File: config.mk
export PLATFORM = sky130hd
export DESIGN_NAME = bankers_resource_allocator_top
export DESIGN_NICKNAME = d
export VERILOG_FILES = /design/src/rtl/bra_pkg.sv /design/src/rtl/bra_ram.sv /design/src/rtl/bra_ctrl.sv /design/src/rtl/bra_dp.sv /design/src/rtl/bankers_resource_allocator_top.sv
export SDC_FILE = /design/constraint.sdc
export NUM_CORES = 1
export LEC_CHECK = 0
export ABC_AREA = 1
export BUFFER_PORTS_ARGS = -buffer_cell sky130_fd_sc_hd__clkbuf_2
export CAP_MARGIN = 40
export CORE_MARGIN = 2
export CORE_UTILIZATION = 45
export CTS_BUF_LIST = sky130_fd_sc_hd__clkbuf_4 sky130_fd_sc_hd__clkbuf_8
export CTS_CLUSTER_DIAMETER = 40
export DETAILED_ROUTE_END_ITERATION = 8
export PLACE_DENSITY = 0.71
export SLEW_MARGIN = 20
export SYNTH_ARGS = -nofsm -noshare
export SYNTH_HDL_FRONTEND = slang
export SYNTH_SLANG_ARGS = --single-unit
File: constraint.sdc
create_clock -name clk -period 6.2 [get_ports clk]
set_input_delay 0.93 -clock clk [delete_from_list [all_inputs] [get_ports clk]]
set_output_delay 0.93 -clock clk [all_outputs]
set_load 0.02 [all_outputs]
File: src/rtl/bra_pkg.sv
package bra_pkg;

  // Default sizing
  localparam int DEF_MAX_PROCESSES = 8;
  localparam int DEF_MAX_RESOURCES = 4;
  localparam int DEF_COUNT_BITS    = 8;

  // Port field widths
  localparam int CMD_W      = 3;
  localparam int PIDX_W     = 3;
  localparam int RIDX_W     = 2;
  localparam int AMT_W      = 8;
  localparam int PCNT_W     = 4;
  localparam int RCNT_W     = 3;
  localparam int CFG_IDX_W  = 1;
  localparam int CFG_DATA_W = 4;

  // Request commands
  localparam logic [CMD_W-1:0] CMD_LOAD_ALLOC = 3'd0;
  localparam logic [CMD_W-1:0] CMD_LOAD_MAX   = 3'd1;
  localparam logic [CMD_W-1:0] CMD_LOAD_AVAIL = 3'd2;
  localparam logic [CMD_W-1:0] CMD_STAGE_REQ  = 3'd3;
  localparam logic [CMD_W-1:0] CMD_SUBMIT     = 3'd4;
  localparam logic [CMD_W-1:0] CMD_CHECK      = 3'd5;

  // Config register indexes and reset values
  localparam logic [CFG_IDX_W-1:0] CFG_PROCESS_COUNT  = 1'b0;
  localparam logic [CFG_IDX_W-1:0] CFG_RESOURCE_COUNT = 1'b1;
  localparam logic [PCNT_W-1:0]    PCNT_RESET = 4'd8;
  localparam logic [RCNT_W-1:0]    RCNT_RESET = 3'd4;

  // Result kinds
  localparam logic KIND_ENTRY   = 1'b0;
  localparam logic KIND_VERDICT = 1'b1;

  // Controller -> datapath commands
  typedef struct packed {
    logic ld_alloc;
    logic ld_max;
    logic ld_avail;
    logic ld_req;
    logic sub_start;
    logic chk_start;
    logic row_start;
    logic ev_sub;
    logic ev_chk;
    logic grant_apply;
    logic wr_step;
    logic commit;
    logic p_next;
    logic pass_restart;
    logic emit_sub;
    logic emit_chk;
  } bra_ctl_t;

  // Datapath -> controller status
  typedef struct packed {
    logic ok;
    logic nr_zero;
    logic r_last;
    logic p_in_range;
    logic p_finished;
    logic progress;
    logic out_free;
  } bra_stat_t;

endpackage

File: src/rtl/bra_ram.sv
module bra_ram #(
  parameter int WIDTH = 8,
  parameter int DEPTH = 32
) (
  input  logic                     clk,
  input  logic                     we,
  input  logic [$clog2(DEPTH)-1:0] waddr,
  input  logic [WIDTH-1:0]         wdata,
  input  logic [$clog2(DEPTH)-1:0] raddr,
  output logic [WIDTH-1:0]         rdata
);

  logic [WIDTH-1:0] mem [DEPTH];

  always_ff @(posedge clk) begin
    if (we) begin
      mem[waddr] <= wdata;
    end
    rdata <= mem[raddr];
  end

endmodule

File: src/rtl/bra_ctrl.sv
module bra_ctrl
  import bra_pkg::*;
(
  input  logic             clk,
  input  logic             rst_n,
  input  logic             in_valid,
  output logic             in_stall,
  input  logic [CMD_W-1:0] in_command,
  input  bra_stat_t        st,
  output bra_ctl_t         ctl
);

  typedef enum logic [11:0] {
    ST_IDLE   = 12'b0000_0000_0001,
    ST_S_RD   = 12'b0000_0000_0010,
    ST_S_EV   = 12'b0000_0000_0100,
    ST_S_DEC  = 12'b0000_0000_1000,
    ST_S_WR   = 12'b0000_0001_0000,
    ST_S_OUT  = 12'b0000_0010_0000,
    ST_C_SCAN = 12'b0000_0100_0000,
    ST_C_RD   = 12'b0000_1000_0000,
    ST_C_EV   = 12'b0001_0000_0000,
    ST_C_DEC  = 12'b0010_0000_0000,
    ST_C_EMIT = 12'b0100_0000_0000,
    ST_C_FIN  = 12'b1000_0000_0000
  } state_t;

  state_t state_r, state_nxt;

  assign in_stall = (state_r != ST_IDLE);

  always_comb begin
    ctl       = '0;
    state_nxt = state_r;
    unique case (state_r)
      ST_IDLE: begin
        if (in_valid) begin
          unique case (in_command)
            CMD_LOAD_ALLOC: ctl.ld_alloc = 1'b1;
            CMD_LOAD_MAX:   ctl.ld_max   = 1'b1;
            CMD_LOAD_AVAIL: ctl.ld_avail = 1'b1;
            CMD_STAGE_REQ:  ctl.ld_req   = 1'b1;
            CMD_SUBMIT: begin
              ctl.sub_start = 1'b1;
              state_nxt     = ST_S_RD;
            end
            CMD_CHECK: begin
              ctl.chk_start = 1'b1;
              state_nxt     = ST_C_SCAN;
            end
            default: ;
          endcase
        end
      end
      // submit: read, then evaluate each element; stop early on a miss
      ST_S_RD: begin
        if (!st.ok || st.nr_zero) begin
          state_nxt = ST_S_DEC;
        end else begin
          state_nxt = ST_S_EV;
        end
      end
      ST_S_EV: begin
        ctl.ev_sub = 1'b1;
        state_nxt  = st.r_last ? ST_S_DEC : ST_S_RD;
      end
      ST_S_DEC: begin
        if (st.ok) begin
          ctl.grant_apply = 1'b1;
          state_nxt       = st.nr_zero ? ST_S_OUT : ST_S_WR;
        end else begin
          state_nxt = ST_S_OUT;
        end
      end
      ST_S_WR: begin
        ctl.wr_step = 1'b1;
        if (st.r_last) begin
          state_nxt = ST_S_OUT;
        end
      end
      ST_S_OUT: begin
        if (st.out_free) begin
          ctl.emit_sub = 1'b1;
          state_nxt    = ST_IDLE;
        end
      end
      // safety check: passes over the processes until one makes no progress
      ST_C_SCAN: begin
        if (!st.p_in_range) begin
          if (st.progress) begin
            ctl.pass_restart = 1'b1;
          end else begin
            state_nxt = ST_C_FIN;
          end
        end else if (st.p_finished) begin
          ctl.p_next = 1'b1;
        end else begin
          ctl.row_start = 1'b1;
          state_nxt     = st.nr_zero ? ST_C_DEC : ST_C_RD;
        end
      end
      ST_C_RD: begin
        state_nxt = st.ok ? ST_C_EV : ST_C_DEC;
      end
      ST_C_EV: begin
        ctl.ev_chk = 1'b1;
        state_nxt  = st.r_last ? ST_C_DEC : ST_C_RD;
      end
      ST_C_DEC: begin
        if (st.ok) begin
          state_nxt = ST_C_EMIT;
        end else begin
          ctl.p_next = 1'b1;
          state_nxt  = ST_C_SCAN;
        end
      end
      ST_C_EMIT: begin
        if (st.out_free) begin
          ctl.commit = 1'b1;
          state_nxt  = ST_C_SCAN;
        end
      end
      ST_C_FIN: begin
        if (st.out_free) begin
          ctl.emit_chk = 1'b1;
          state_nxt    = ST_IDLE;
        end
      end
      default: state_nxt = ST_IDLE;
    endcase
  end

  always_ff @(posedge clk) begin
    if (!rst_n) begin
      state_r <= ST_IDLE;
    end else begin
      state_r <= state_nxt;
    end
  end

endmodule

File: src/rtl/bra_dp.sv
module bra_dp
  import bra_pkg::*;
#(
  parameter int MAX_PROCESSES = DEF_MAX_PROCESSES,
  parameter int MAX_RESOURCES = DEF_MAX_RESOURCES,
  parameter int COUNT_BITS    = DEF_COUNT_BITS
) (
  input  logic                  clk,
  input  logic                  rst_n,
  input  bra_ctl_t              ctl,
  output bra_stat_t             st,
  input  logic [PIDX_W-1:0]     in_process_index,
  input  logic [RIDX_W-1:0]     in_resource_index,
  input  logic [AMT_W-1:0]      in_amount,
  input  logic                  cfg_we,
  input  logic [CFG_IDX_W-1:0]  cfg_index,
  input  logic [CFG_DATA_W-1:0] cfg_wdata,
  output logic                  out_valid,
  input  logic                  out_stall,
  output logic                  out_result_kind,
  output logic [PIDX_W-1:0]     out_result_process,
  output logic                  out_ok,
  output logic                  out_last
);

  localparam int PW    = (MAX_PROCESSES > 1) ? $clog2(MAX_PROCESSES) : 1;
  localparam int RW    = (MAX_RESOURCES > 1) ? $clog2(MAX_RESOURCES) : 1;
  localparam int NPW   = $clog2(MAX_PROCESSES + 1);
  localparam int NRW   = $clog2(MAX_RESOURCES + 1);
  localparam int WW    = COUNT_BITS + 4;
  localparam int AW    = PW + RW;
  localparam int DEPTH = 1 << AW;

  // config
  logic [PCNT_W-1:0] proc_cnt_r;
  logic [RCNT_W-1:0] res_cnt_r;
  logic [NPW-1:0]    np;
  logic [NRW-1:0]    nr;

  // small state
  logic [COUNT_BITS-1:0] avail_r     [MAX_RESOURCES];
  logic [COUNT_BITS-1:0] req_r       [MAX_RESOURCES];
  logic [WW-1:0]         work_r      [MAX_RESOURCES];
  logic [COUNT_BITS-1:0] alloc_buf_r [MAX_RESOURCES];
  logic [MAX_PROCESSES-1:0] fin_r;
  logic [NPW-1:0]        p_cnt_r;
  logic [NPW-1:0]        done_r;
  logic [RW-1:0]         r_cnt_r;
  logic                  ok_r;
  logic                  progress_r;
  logic [PIDX_W-1:0]     sub_p_r;

  // tables
  logic [DEPTH-1:0]      alloc_vld_r, max_vld_r;
  logic                  alloc_rv_r, max_rv_r;
  logic                  alloc_we, max_we;
  logic [AW-1:0]         alloc_waddr, ld_addr, rd_addr;
  logic [COUNT_BITS-1:0] alloc_wdata, alloc_q, max_q, alloc_rd, max_rd;

  logic [COUNT_BITS-1:0] amt;
  logic                  p_in_ok, r_in_ok;
  logic [RW-1:0]         r_in;
  logic signed [COUNT_BITS:0]   need;
  logic signed [COUNT_BITS+4:0] need_x, work_x;
  logic                  sub_miss, chk_miss;

  // output register
  logic              out_valid_r;
  logic              kind_r, res_ok_r, last_r;
  logic [PIDX_W-1:0] res_p_r;
  logic              out_free;

  assign np = (32'(proc_cnt_r) > MAX_PROCESSES) ? NPW'(MAX_PROCESSES) : NPW'(proc_cnt_r);
  assign nr = (32'(res_cnt_r) > MAX_RESOURCES) ? NRW'(MAX_RESOURCES) : NRW'(res_cnt_r);

  assign amt     = COUNT_BITS'(in_amount);
  assign p_in_ok = 32'(in_process_index) < MAX_PROCESSES;
  assign r_in_ok = 32'(in_resource_index) < MAX_RESOURCES;
  assign r_in    = RW'(in_resource_index);
  assign ld_addr = {PW'(in_process_index), r_in};
  assign rd_addr = {p_cnt_r[PW-1:0], r_cnt_r};

  // table write ports
  assign alloc_we    = (ctl.ld_alloc && p_in_ok && r_in_ok) || ctl.wr_step;
  assign alloc_waddr = ctl.wr_step ? rd_addr : ld_addr;
  assign alloc_wdata = ctl.wr_step ? (alloc_buf_r[r_cnt_r] + req_r[r_cnt_r]) : amt;
  assign max_we      = ctl.ld_max && p_in_ok && r_in_ok;

  bra_ram #(.WIDTH(COUNT_BITS), .DEPTH(DEPTH)) u_alloc_ram (
    .clk   (clk),
    .we    (alloc_we),
    .waddr (alloc_waddr),
    .wdata (alloc_wdata),
    .raddr (rd_addr),
    .rdata (alloc_q)
  );

  bra_ram #(.WIDTH(COUNT_BITS), .DEPTH(DEPTH)) u_max_ram (
    .clk   (clk),
    .we    (max_we),
    .waddr (ld_addr),
    .wdata (amt),
    .raddr (rd_addr),
    .rdata (max_q)
  );

  // never-written entries read as zero
  assign alloc_rd = alloc_rv_r ? alloc_q : '0;
  assign max_rd   = max_rv_r   ? max_q   : '0;

  // need = max - alloc, signed
  assign need     = $signed({1'b0, max_rd}) - $signed({1'b0, alloc_rd});
  assign need_x   = {{4{need[COUNT_BITS]}}, need};
  assign work_x   = $signed({1'b0, work_r[r_cnt_r]});
  assign sub_miss = ($signed({1'b0, req_r[r_cnt_r]}) > need) ||
                    (req_r[r_cnt_r] > avail_r[r_cnt_r]);
  assign chk_miss = need_x > work_x;

  assign out_free = !out_valid_r || !out_stall;

  assign st.ok         = ok_r;
  assign st.nr_zero    = (nr == '0);
  assign st.r_last     = (NRW'(r_cnt_r) + NRW'(1)) == nr;
  assign st.p_in_range = p_cnt_r < np;
  assign st.p_finished = fin_r[p_cnt_r[PW-1:0]];
  assign st.progress   = progress_r;
  assign st.out_free   = out_free;

  // control state
  always_ff @(posedge clk) begin
    if (!rst_n) begin
      proc_cnt_r  <= PCNT_RESET;
      res_cnt_r   <= RCNT_RESET;
      alloc_vld_r <= '0;
      max_vld_r   <= '0;
      fin_r       <= '0;
      out_valid_r <= 1'b0;
      for (int r = 0; r < MAX_RESOURCES; r++) begin
        avail_r[r] <= '0;
        req_r[r]   <= '0;
        work_r[r]  <= '0;
      end
    end else begin
      if (cfg_we) begin
        unique case (cfg_index)
          CFG_PROCESS_COUNT:  proc_cnt_r <= cfg_wdata[PCNT_W-1:0];
          CFG_RESOURCE_COUNT: res_cnt_r  <= cfg_wdata[RCNT_W-1:0];
          default: ;
        endcase
      end
      if (alloc_we) begin
        alloc_vld_r[alloc_waddr] <= 1'b1;
      end
      if (max_we) begin
        max_vld_r[ld_addr] <= 1'b1;
      end
      if (ctl.ld_avail && r_in_ok) begin
        avail_r[r_in] <= amt;
      end
      if (ctl.ld_req && r_in_ok) begin
        req_r[r_in] <= amt;
      end
      if (ctl.grant_apply) begin
        for (int r = 0; r < MAX_RESOURCES; r++) begin
          if (NRW'(r) < nr) begin
            avail_r[r] <= avail_r[r] - req_r[r];
          end
        end
      end
      if (ctl.chk_start) begin
        fin_r <= '0;
        for (int r = 0; r < MAX_RESOURCES; r++) begin
          work_r[r] <= (NRW'(r) < nr) ? WW'(avail_r[r]) : '0;
        end
      end
      if (ctl.commit) begin
        fin_r[p_cnt_r[PW-1:0]] <= 1'b1;
        for (int r = 0; r < MAX_RESOURCES; r++) begin
          if (NRW'(r) < nr) begin
            // saturating add into the work vector
            logic [WW:0] sum;
            sum = {1'b0, work_r[r]} + (WW+1)'(alloc_buf_r[r]);
            work_r[r] <= sum[WW] ? {WW{1'b1}} : sum[WW-1:0];
          end
        end
      end
      if (ctl.commit || ctl.emit_sub || ctl.emit_chk) begin
        out_valid_r <= 1'b1;
      end else if (!out_stall) begin
        out_valid_r <= 1'b0;
      end
    end
  end

  // sequencing registers
  always_ff @(posedge clk) begin
    if (!rst_n) begin
      p_cnt_r    <= '0;
      r_cnt_r    <= '0;
      done_r     <= '0;
      ok_r       <= 1'b0;
      progress_r <= 1'b0;
    end else begin
      if (ctl.sub_start || ctl.row_start || ctl.grant_apply) begin
        r_cnt_r <= '0;
      end else if (ctl.ev_sub || ctl.ev_chk || ctl.wr_step) begin
        r_cnt_r <= r_cnt_r + RW'(1);
      end

      if (ctl.sub_start) begin
        ok_r <= 32'(in_process_index) < 32'(np);
      end else if (ctl.row_start) begin
        ok_r <= 1'b1;
      end else if (ctl.ev_sub) begin
        ok_r <= ok_r && !sub_miss;
      end else if (ctl.ev_chk) begin
        ok_r <= ok_r && !chk_miss;
      end

      if (ctl.sub_start) begin
        p_cnt_r <= NPW'(in_process_index);
      end else if (ctl.chk_start || ctl.pass_restart) begin
        p_cnt_r <= '0;
      end else if (ctl.p_next || ctl.commit) begin
        p_cnt_r <= p_cnt_r + NPW'(1);
      end

      if (ctl.chk_start || ctl.pass_restart) begin
        progress_r <= 1'b0;
      end else if (ctl.commit) begin
        progress_r <= 1'b1;
      end

      if (ctl.chk_start) begin
        done_r <= '0;
      end else if (ctl.commit) begin
        done_r <= done_r + NPW'(1);
      end
    end
  end

  // payload registers
  always_ff @(posedge clk) begin
    alloc_rv_r <= alloc_vld_r[rd_addr];
    max_rv_r   <= max_vld_r[rd_addr];
    if (ctl.sub_start) begin
      sub_p_r <= in_process_index;
    end
    if (ctl.ev_sub || ctl.ev_chk) begin
      alloc_buf_r[r_cnt_r] <= alloc_rd;
    end
    if (ctl.commit) begin
      kind_r   <= KIND_ENTRY;
      res_p_r  <= PIDX_W'(p_cnt_r);
      res_ok_r <= 1'b0;
      last_r   <= 1'b0;
    end else if (ctl.emit_sub) begin
      kind_r   <= KIND_VERDICT;
      res_p_r  <= sub_p_r;
      res_ok_r <= ok_r;
      last_r   <= 1'b1;
    end else if (ctl.emit_chk) begin
      kind_r   <= KIND_VERDICT;
      res_p_r  <= '0;
      res_ok_r <= (done_r == np);
      last_r   <= 1'b1;
    end
  end

  assign out_valid          = out_valid_r;
  assign out_result_kind    = kind_r;
  assign out_result_process = res_p_r;
  assign out_ok             = res_ok_r;
  assign out_last           = last_r;

endmodule

File: src/rtl/bankers_resource_allocator_top.sv
// Banker's-algorithm deadlock-avoidance unit.
// Input channel (in_valid / in_stall): one request per handshake carrying
//   command, process_index, resource_index and amount. Loads of allocation,
//   maximum, available and staged-request entries give no result. A submit
//   gives one verdict (kind 1, last 1). A check gives one
//   sequence entry per process found safe, then a verdict marked last.
// Output channel (out_valid / out_stall): one registered result slot. While a
//   result waits, the unit keeps working and takes further loads; a submit or
//   check stalls only where it must place a result into the occupied slot.
// Timing: the allocation and maximum tables sit in RAMs with a registered
//   read port, so each resource element takes a read step, then a compare.
//   Submit adds a write-back step per resource on a grant.
//   Check: passes over the processes repeat until one finds nothing.
// Reset (rst_n low, synchronous): counts go to 8 processes / 4 resources,
//   vectors clear and per-entry valid bits make every table read zero. No
//   clearing pass: the unit takes requests as soon as rst_n goes high.
// Config (cfg_we/cfg_index/cfg_wdata): the user writes it only while the unit is idle; the block does not enforce it.
module bankers_resource_allocator_top
  import bra_pkg::*;
#(
  parameter int MAX_PROCESSES = DEF_MAX_PROCESSES,
  parameter int MAX_RESOURCES = DEF_MAX_RESOURCES,
  parameter int COUNT_BITS    = DEF_COUNT_BITS
) (
  input  logic                  clk,
  input  logic                  rst_n,
  // request channel
  input  logic                  in_valid,
  output logic                  in_stall,
  input  logic [CMD_W-1:0]      in_command,
  input  logic [PIDX_W-1:0]     in_process_index,
  input  logic [RIDX_W-1:0]     in_resource_index,
  input  logic [AMT_W-1:0]      in_amount,
  // result channel
  output logic                  out_valid,
  input  logic                  out_stall,
  output logic                  out_result_kind,
  output logic [PIDX_W-1:0]     out_result_process,
  output logic                  out_ok,
  output logic                  out_last,
  // config write port
  input  logic                  cfg_we,
  input  logic [CFG_IDX_W-1:0]  cfg_index,
  input  logic [CFG_DATA_W-1:0] cfg_wdata
);

  bra_ctl_t  ctl;
  bra_stat_t st;

  // sequencer: decodes requests, walks submit and check
  bra_ctrl u_ctrl (
    .clk        (clk),
    .rst_n      (rst_n),
    .in_valid   (in_valid),
    .in_stall   (in_stall),
    .in_command (in_command),
    .st         (st),
    .ctl        (ctl)
  );

  // tables, vectors, comparators and the result register
  bra_dp #(
    .MAX_PROCESSES (MAX_PROCESSES),
    .MAX_RESOURCES (MAX_RESOURCES),
    .COUNT_BITS    (COUNT_BITS)
  ) u_dp (
    .clk                (clk),
    .rst_n              (rst_n),
    .ctl                (ctl),
    .st                 (st),
    .in_process_index   (in_process_index),
    .in_resource_index  (in_resource_index),
    .in_amount          (in_amount),
    .cfg_we             (cfg_we),
    .cfg_index          (cfg_index),
    .cfg_wdata          (cfg_wdata),
    .out_valid          (out_valid),
    .out_stall          (out_stall),
    .out_result_kind    (out_result_kind),
    .out_result_process (out_result_process),
    .out_ok             (out_ok),
    .out_last           (out_last)
  );

endmodule
# After elaboration in Yosys (flattened, before gate mapping)
# Memory sizes are Yosys's and may differ from the RTL's. A register that Yosys moved wholly into a read port is not among the register bits.
# Index checks and enable logic that the tools add are counted.
# word_totals
regBits,114
latch_bits,0
mem_bits_rw,656
mem_bits_ro,0
elab_cells,299
memories,6
# mem_list
memory,depth,width,rd,rd_ports_with_merged_regs,write_ports,line,source
u_dp.u_alloc_ram.mem,32,8,1,1,1,bra_ram.sv:13,logic [WIDTH-1:0] mem [DEPTH];
u_dp.u_max_ram.mem,32,8,1,1,1,bra_ram.sv:13,
u_dp.work_r,4,12,5,1,4,bra_dp.sv:43,logic [WW-1:0] work_r [MAX_RESOURCES];
u_dp.alloc_buf_r,4,8,5,1,1,bra_dp.sv:44,logic [COUNT_BITS-1:0] alloc_buf_r [MAX_RESOURCES];
u_dp.avail_r,4,8,5,1,4,bra_dp.sv:41,logic [COUNT_BITS-1:0] avail_r [MAX_RESOURCES];
u_dp.req_r,4,8,5,1,4,bra_dp.sv:42,logic [COUNT_BITS-1:0] req_r [MAX_RESOURCES];
# op_classes
n_addsub,14
multipliers,0
div_mod_pow,0
n_lt_le_gt_ge,18
eq_ne,28
shifts,0
mux,159
bitwise_logic,17
reduce_logical,38
# op_table
op,count
$mux 12,20
$pmux 12 s11,1
$mux 8,16
$mux 1,86
$or 32x32->32,2
$add 12x8->13,4
$sub 8x8->8,4
$mux 10,3
$pmux 12 s2,1
$mux 3,7
$mux 2,10
$lt 5x6->1 const B,3
$mux 6,3
$reduce_or 8->1,2
$gt 9x13->1,1
$eq 12x1->1 const B,1
$eq 12x10->1 const B,1
$eq 12x11->1 const B,1
$eq 12x12->1 const B,1
$eq 12x2->1 const B,1
$eq 12x3->1 const B,1
$eq 12x4->1 const B,1
$eq 12x5->1 const B,1
$eq 12x6->1 const B,1
other kinds (50),102

# Longest topological paths before layout
# depth
word_depth,9
depth_mapped,26
mapped_depth_nobuf,25

# By module
# Synthesis repeated with hierarchy kept, for this count alone.
# hier_totals
hier_cells,4042
area_unflattened_um2,38359.3
# modules_own_cells
module,n_inst,cells_per_inst,area_each_um2,seq_area_each_um2
bra_ram,2,922,10786.6,7847.5
bra_dp,1,2000,15573.7,6426.2
bra_ctrl,1,198,1212.4,240.2

# Worst setup path after synthesis
# OpenSTA, ideal clock, no wires.
# synth_path
path_kind,reg2reg
from,register with a tool-made name
to,"memory u_dp.u_alloc_ram.mem[0][6], data pin"
arrival_time_ns,3.886
required_ns,5.746
slack_ns,1.860
stages_incl_launch_ff,16
synth_period_minus_slack_ns,4.340
path_cell_list,dfxtp_1 -> clkbuf_1 -> inv_1 -> clkbuf_1 -> clkbuf_1 -> nand2_1 -> a32oi_1 -> ha_1 -> inv_1 -> fa_1 -> o21ai_0 -> nand2_1 -> nand2_1 -> a21oi_1 -> xor2_1 -> o21ai_0
# synth_lines
element,line
"end, declared",bra_ram.sv:13

==> run summary <==
Fin. max-slew vios: 0
DRC viols: 0
Fin crit share: 63.9%
Post-synthesis cell area: 36900 µm²
Drt via density: 5.64
DRT Wirelength: 103 mm
Setup bufs post-CTS: 0
Final setup viols: 0
Placed Cells: 4610
Worst EP required: 6.83 ns
Num CTS Buffers: 133
Nets: 3848
Mean area per synthesized cell: 10.2 µm²
H-tree depth: 4
I/O Buffers: 33
Antenna violation net count after detailed routing: 0
R2r worst-path depth: 15
Hold Crit Depth: 3
Remaining Overflow, GRT: 0
CTS Hold Buffers Added: 0
Pwr/cell area: 280 nW/µm²
Fin util: 50.9%
Vias: 27471
RSZ-0062 raised after global routing: false
Worst IR drop on VDD: 0.196 mV
Ys async rst share: 0%
Leak: 15.7 nW
TritonCTS clock tree: built
Fin crit period: 3.96 ns
Final hold viol count: 0
Crit Path Class: flip-flop to flip-flop
Later-pin clock latency in the skew report: 0.81 ns
Slew margin rel.: 41.0%
Yosys warning total: 0
EDFF count, synth: 658
HPWL Detailed: 68.1 mm
Hold EP: u_dp.proc_cnt_r[1]$_SDFFE_PN0P_
Fraction of layout cells with a size suffix above 1: 11.7%
Crit. End Element: flip-flop
Status: complete, no violations
MaxCap Viol Count: 0
Total Routing Usage GR: 24.0%
DR iter-0 viols: 3228
Worst hold start: cfg_wdata[1]
Clk buf depth: 3
First-pass GRT wire length: 154 mm
GPL Wtd Cong: 0.968
Initial antenna violation count: 1
Crit path DAT: 4.59 ns
Final Non-Filler Cells: 4873
Cells after Synth: 3619
DR pass1 iterations: 9
Die Ht: 290 µm
FMAX: 252 MHz
Initial Util: 45.6%
Worst Skew: 0.0558 ns
Layout area overhead: 11.6%
Sum Neg Setup Slack: 0 ns
Post-Place Cell Area: 38200 µm²
Reg2Reg Setup Slack: 2.24 ns
Clock Sinks: 788
Clk slew on worst S/H paths: 0.06 ns
Ports: 34
Root Driver: clkbuf_8
Critical R2R Capture: u_dp.u_alloc_ram.mem[27][6]$_DFFE_PP_
Yosys reg bits: 788
Post-CTS sizing: 0
Sequential area share after synthesis: 60.6%
Hold WS: 0.378 ns
Core Region: 80800 µm²
Die width: 290 µm
Syn_nets: 3766
Design area: 41200 µm²
Crit Path Max Fanout: 27
DR WL/cell: 21.1 µm
Die ar.: 84300 µm²
Largest net degree at the start of global routing: 164
Actual slew at the worst max-slew pin: 0.882 ns
Row count: 104
Hold crit path type: input pin to flip-flop
Post-synth cell types: 56
Vias in the first global route: 25340
Top FF cell, synth: edfxtp_1
CP Launch Type: flip-flop
## cells in the mapped netlist, drive strengths merged (2+ instances only)
library cell | instances | area (µm²)
xnor2 | 25 | 219
nor2 | 586 | 2410
nand3b | 4 | 30.0
clkinv | 4 | 15.0
nand3 | 102 | 563
a22oi | 3 | 22.5
ha | 112 | 1400
a22o | 27 | 236
and2 | 2 | 12.5
nand4 | 26 | 163
o21bai | 4 | 30.0
a21oi | 171 | 867
a32o | 6 | 60.1
o211ai | 9 | 67.6
a221oi | 17 | 149
inv | 330 | 1240
o22ai | 164 | 1030
buf | 34 | 185
a21o | 5 | 37.5
a31oi | 10 | 62.6
fa | 9 | 180
xor2 | 30 | 263
o21a | 30 | 225
clkbuf | 118 | 443
edfxtp | 658 | 19800
a32oi | 3 | 26.3
dfxtp | 130 | 2600
a211oi | 2 | 15.0
or2 | 10 | 65.1
nand2 | 482 | 1890
nor3 | 38 | 213
o32ai | 2 | 17.5
o21ai | 461 | 2350
## area by class of cell
class                      instances  area [µm²]
inverter                         334        1270
multi-input combinational       2345       12700
clock buffer                     196        2380
sequential                       788       22400
tap                             1060        1330
clock inverter                    50         402
timing repair buffer              99         708
fill                            7101       39600
antenna                            1        2.50
## power breakdown
group | internal, mW | leakage, nW | switching (mW)
combinational | 0.229 | 7.12 | 0.579
clock | 2.60 | 1.46 | 2.23
sequential | 5.81 | 7.09 | 0.0698
total | 8.64 | 15.7 | 2.87
## worst max path at each step
| stage | start | end | depth (start not counted) |
|---|---|---|---|
| after floorplan | flip-flop | u_dp.u_alloc_ram.mem[0][6]$_DFFE_PP_ | 15 |
| after detailed placement | flip-flop | u_dp.u_alloc_ram.mem[16][6]$_DFFE_PP_ | 15 |
| after global placement | flip-flop | u_dp.u_alloc_ram.mem[23][6]$_DFFE_PP_ | 14 |
| after global routing | flip-flop | u_dp.u_alloc_ram.mem[27][6]$_DFFE_PP_ | 15 |
| final | flip-flop | u_dp.u_alloc_ram.mem[27][6]$_DFFE_PP_ | 15 |
| after CTS | flip-flop | u_dp.u_alloc_ram.mem[27][6]$_DFFE_PP_ | 15 |
## layer usage
| metal | track usage (%) | wire, µm |
|---|---|---|
| met5 | 0 | 0 |
| met1 | 33.0 | 42500 |
| met3 | 4.78 | 9380 |
| met4 | 10.5 | 4460 |
| met2 | 36.8 | 46600 |
## sequential cells by signal, summed over array words and instances (netlist names), 3 cells and up, named ones only
register / cells
u_dp.u_alloc_ram.mem: 256
u_dp.u_max_ram.mem: 256
u_dp.work_r: 48
u_dp.alloc_buf_r: 32
u_dp.alloc_vld_r: 32
u_dp.avail_r: 32
u_dp.max_vld_r: 32
u_dp.req_r: 32
u_ctrl.state_r: 12
u_dp.fin_r: 8
u_dp.u_alloc_ram.rdata: 8
u_dp.u_max_ram.rdata: 8
u_dp.done_r: 4
u_dp.p_cnt_r: 4
u_dp.proc_cnt_r: 4
u_dp.out_result_process: 3
u_dp.res_cnt_r: 3
u_dp.sub_p_r: 3
## metrics by stage
step                setup WS [ns]  power (mW)
CTS                          2.32        11.5
global placement             1.90        6.76
finish                       2.24        11.5
detailed placement           2.35        6.77
floorplan                    1.86        6.46
global route                 1.99        11.9
## cell usage in the layout, fill, tap and decap left out, types with 17 or more instances in the layout
master / instances
inv_2: 19
a21oi_1: 170
dfxtp_1: 127
a22o_1: 27
nand2_1: 467
clkbuf_4: 50
clkbuf_2: 33
o22ai_1: 162
ha_1: 112
nor3_1: 36
xor2_1: 30
a221oi_1: 17
nand4_1: 26
clkbuf_8: 146
nor2_1: 544
nor2_4: 18
edfxtp_1: 658
nor2_2: 22
xnor2_1: 25
o21a_1: 30
buf_4: 59
inv_1: 309
clkinv_1: 18
nand3_1: 96
o21ai_0: 448
## logic make-up (layout without fill, tap and decap cells)
group / after synthesis / count (layout) / share of synthesized area [%]
simple gates: 1253 / 1253 / 14.5
compound gates: 916 / 916 / 14.1
flops: 788 / 788 / 60.6
buf+inv: 486 / 679 / 5.11
fa+ha+maj: 121 / 121 / 4.29
xor+xnor: 55 / 55 / 1.31
other cells: 0 / 1 / 0
## critical path: stages, from the launching register on
cell     delay [ns]
dfxtp_1        0.30
buf_4          0.21
inv_1          0.47
buf_4          0.39
o21ai_0        0.13
o22ai_1        0.15
ha_1           0.21
inv_1          0.07
fa_1           0.46
o21ai_0        0.30
nand2_1        0.11
nand2_1        0.08
a21oi_1        0.06
xor2_1         0.16
o21ai_2        0.40
buf_6          0.26
Note: power is estimated with default switching activity, not from simulation.
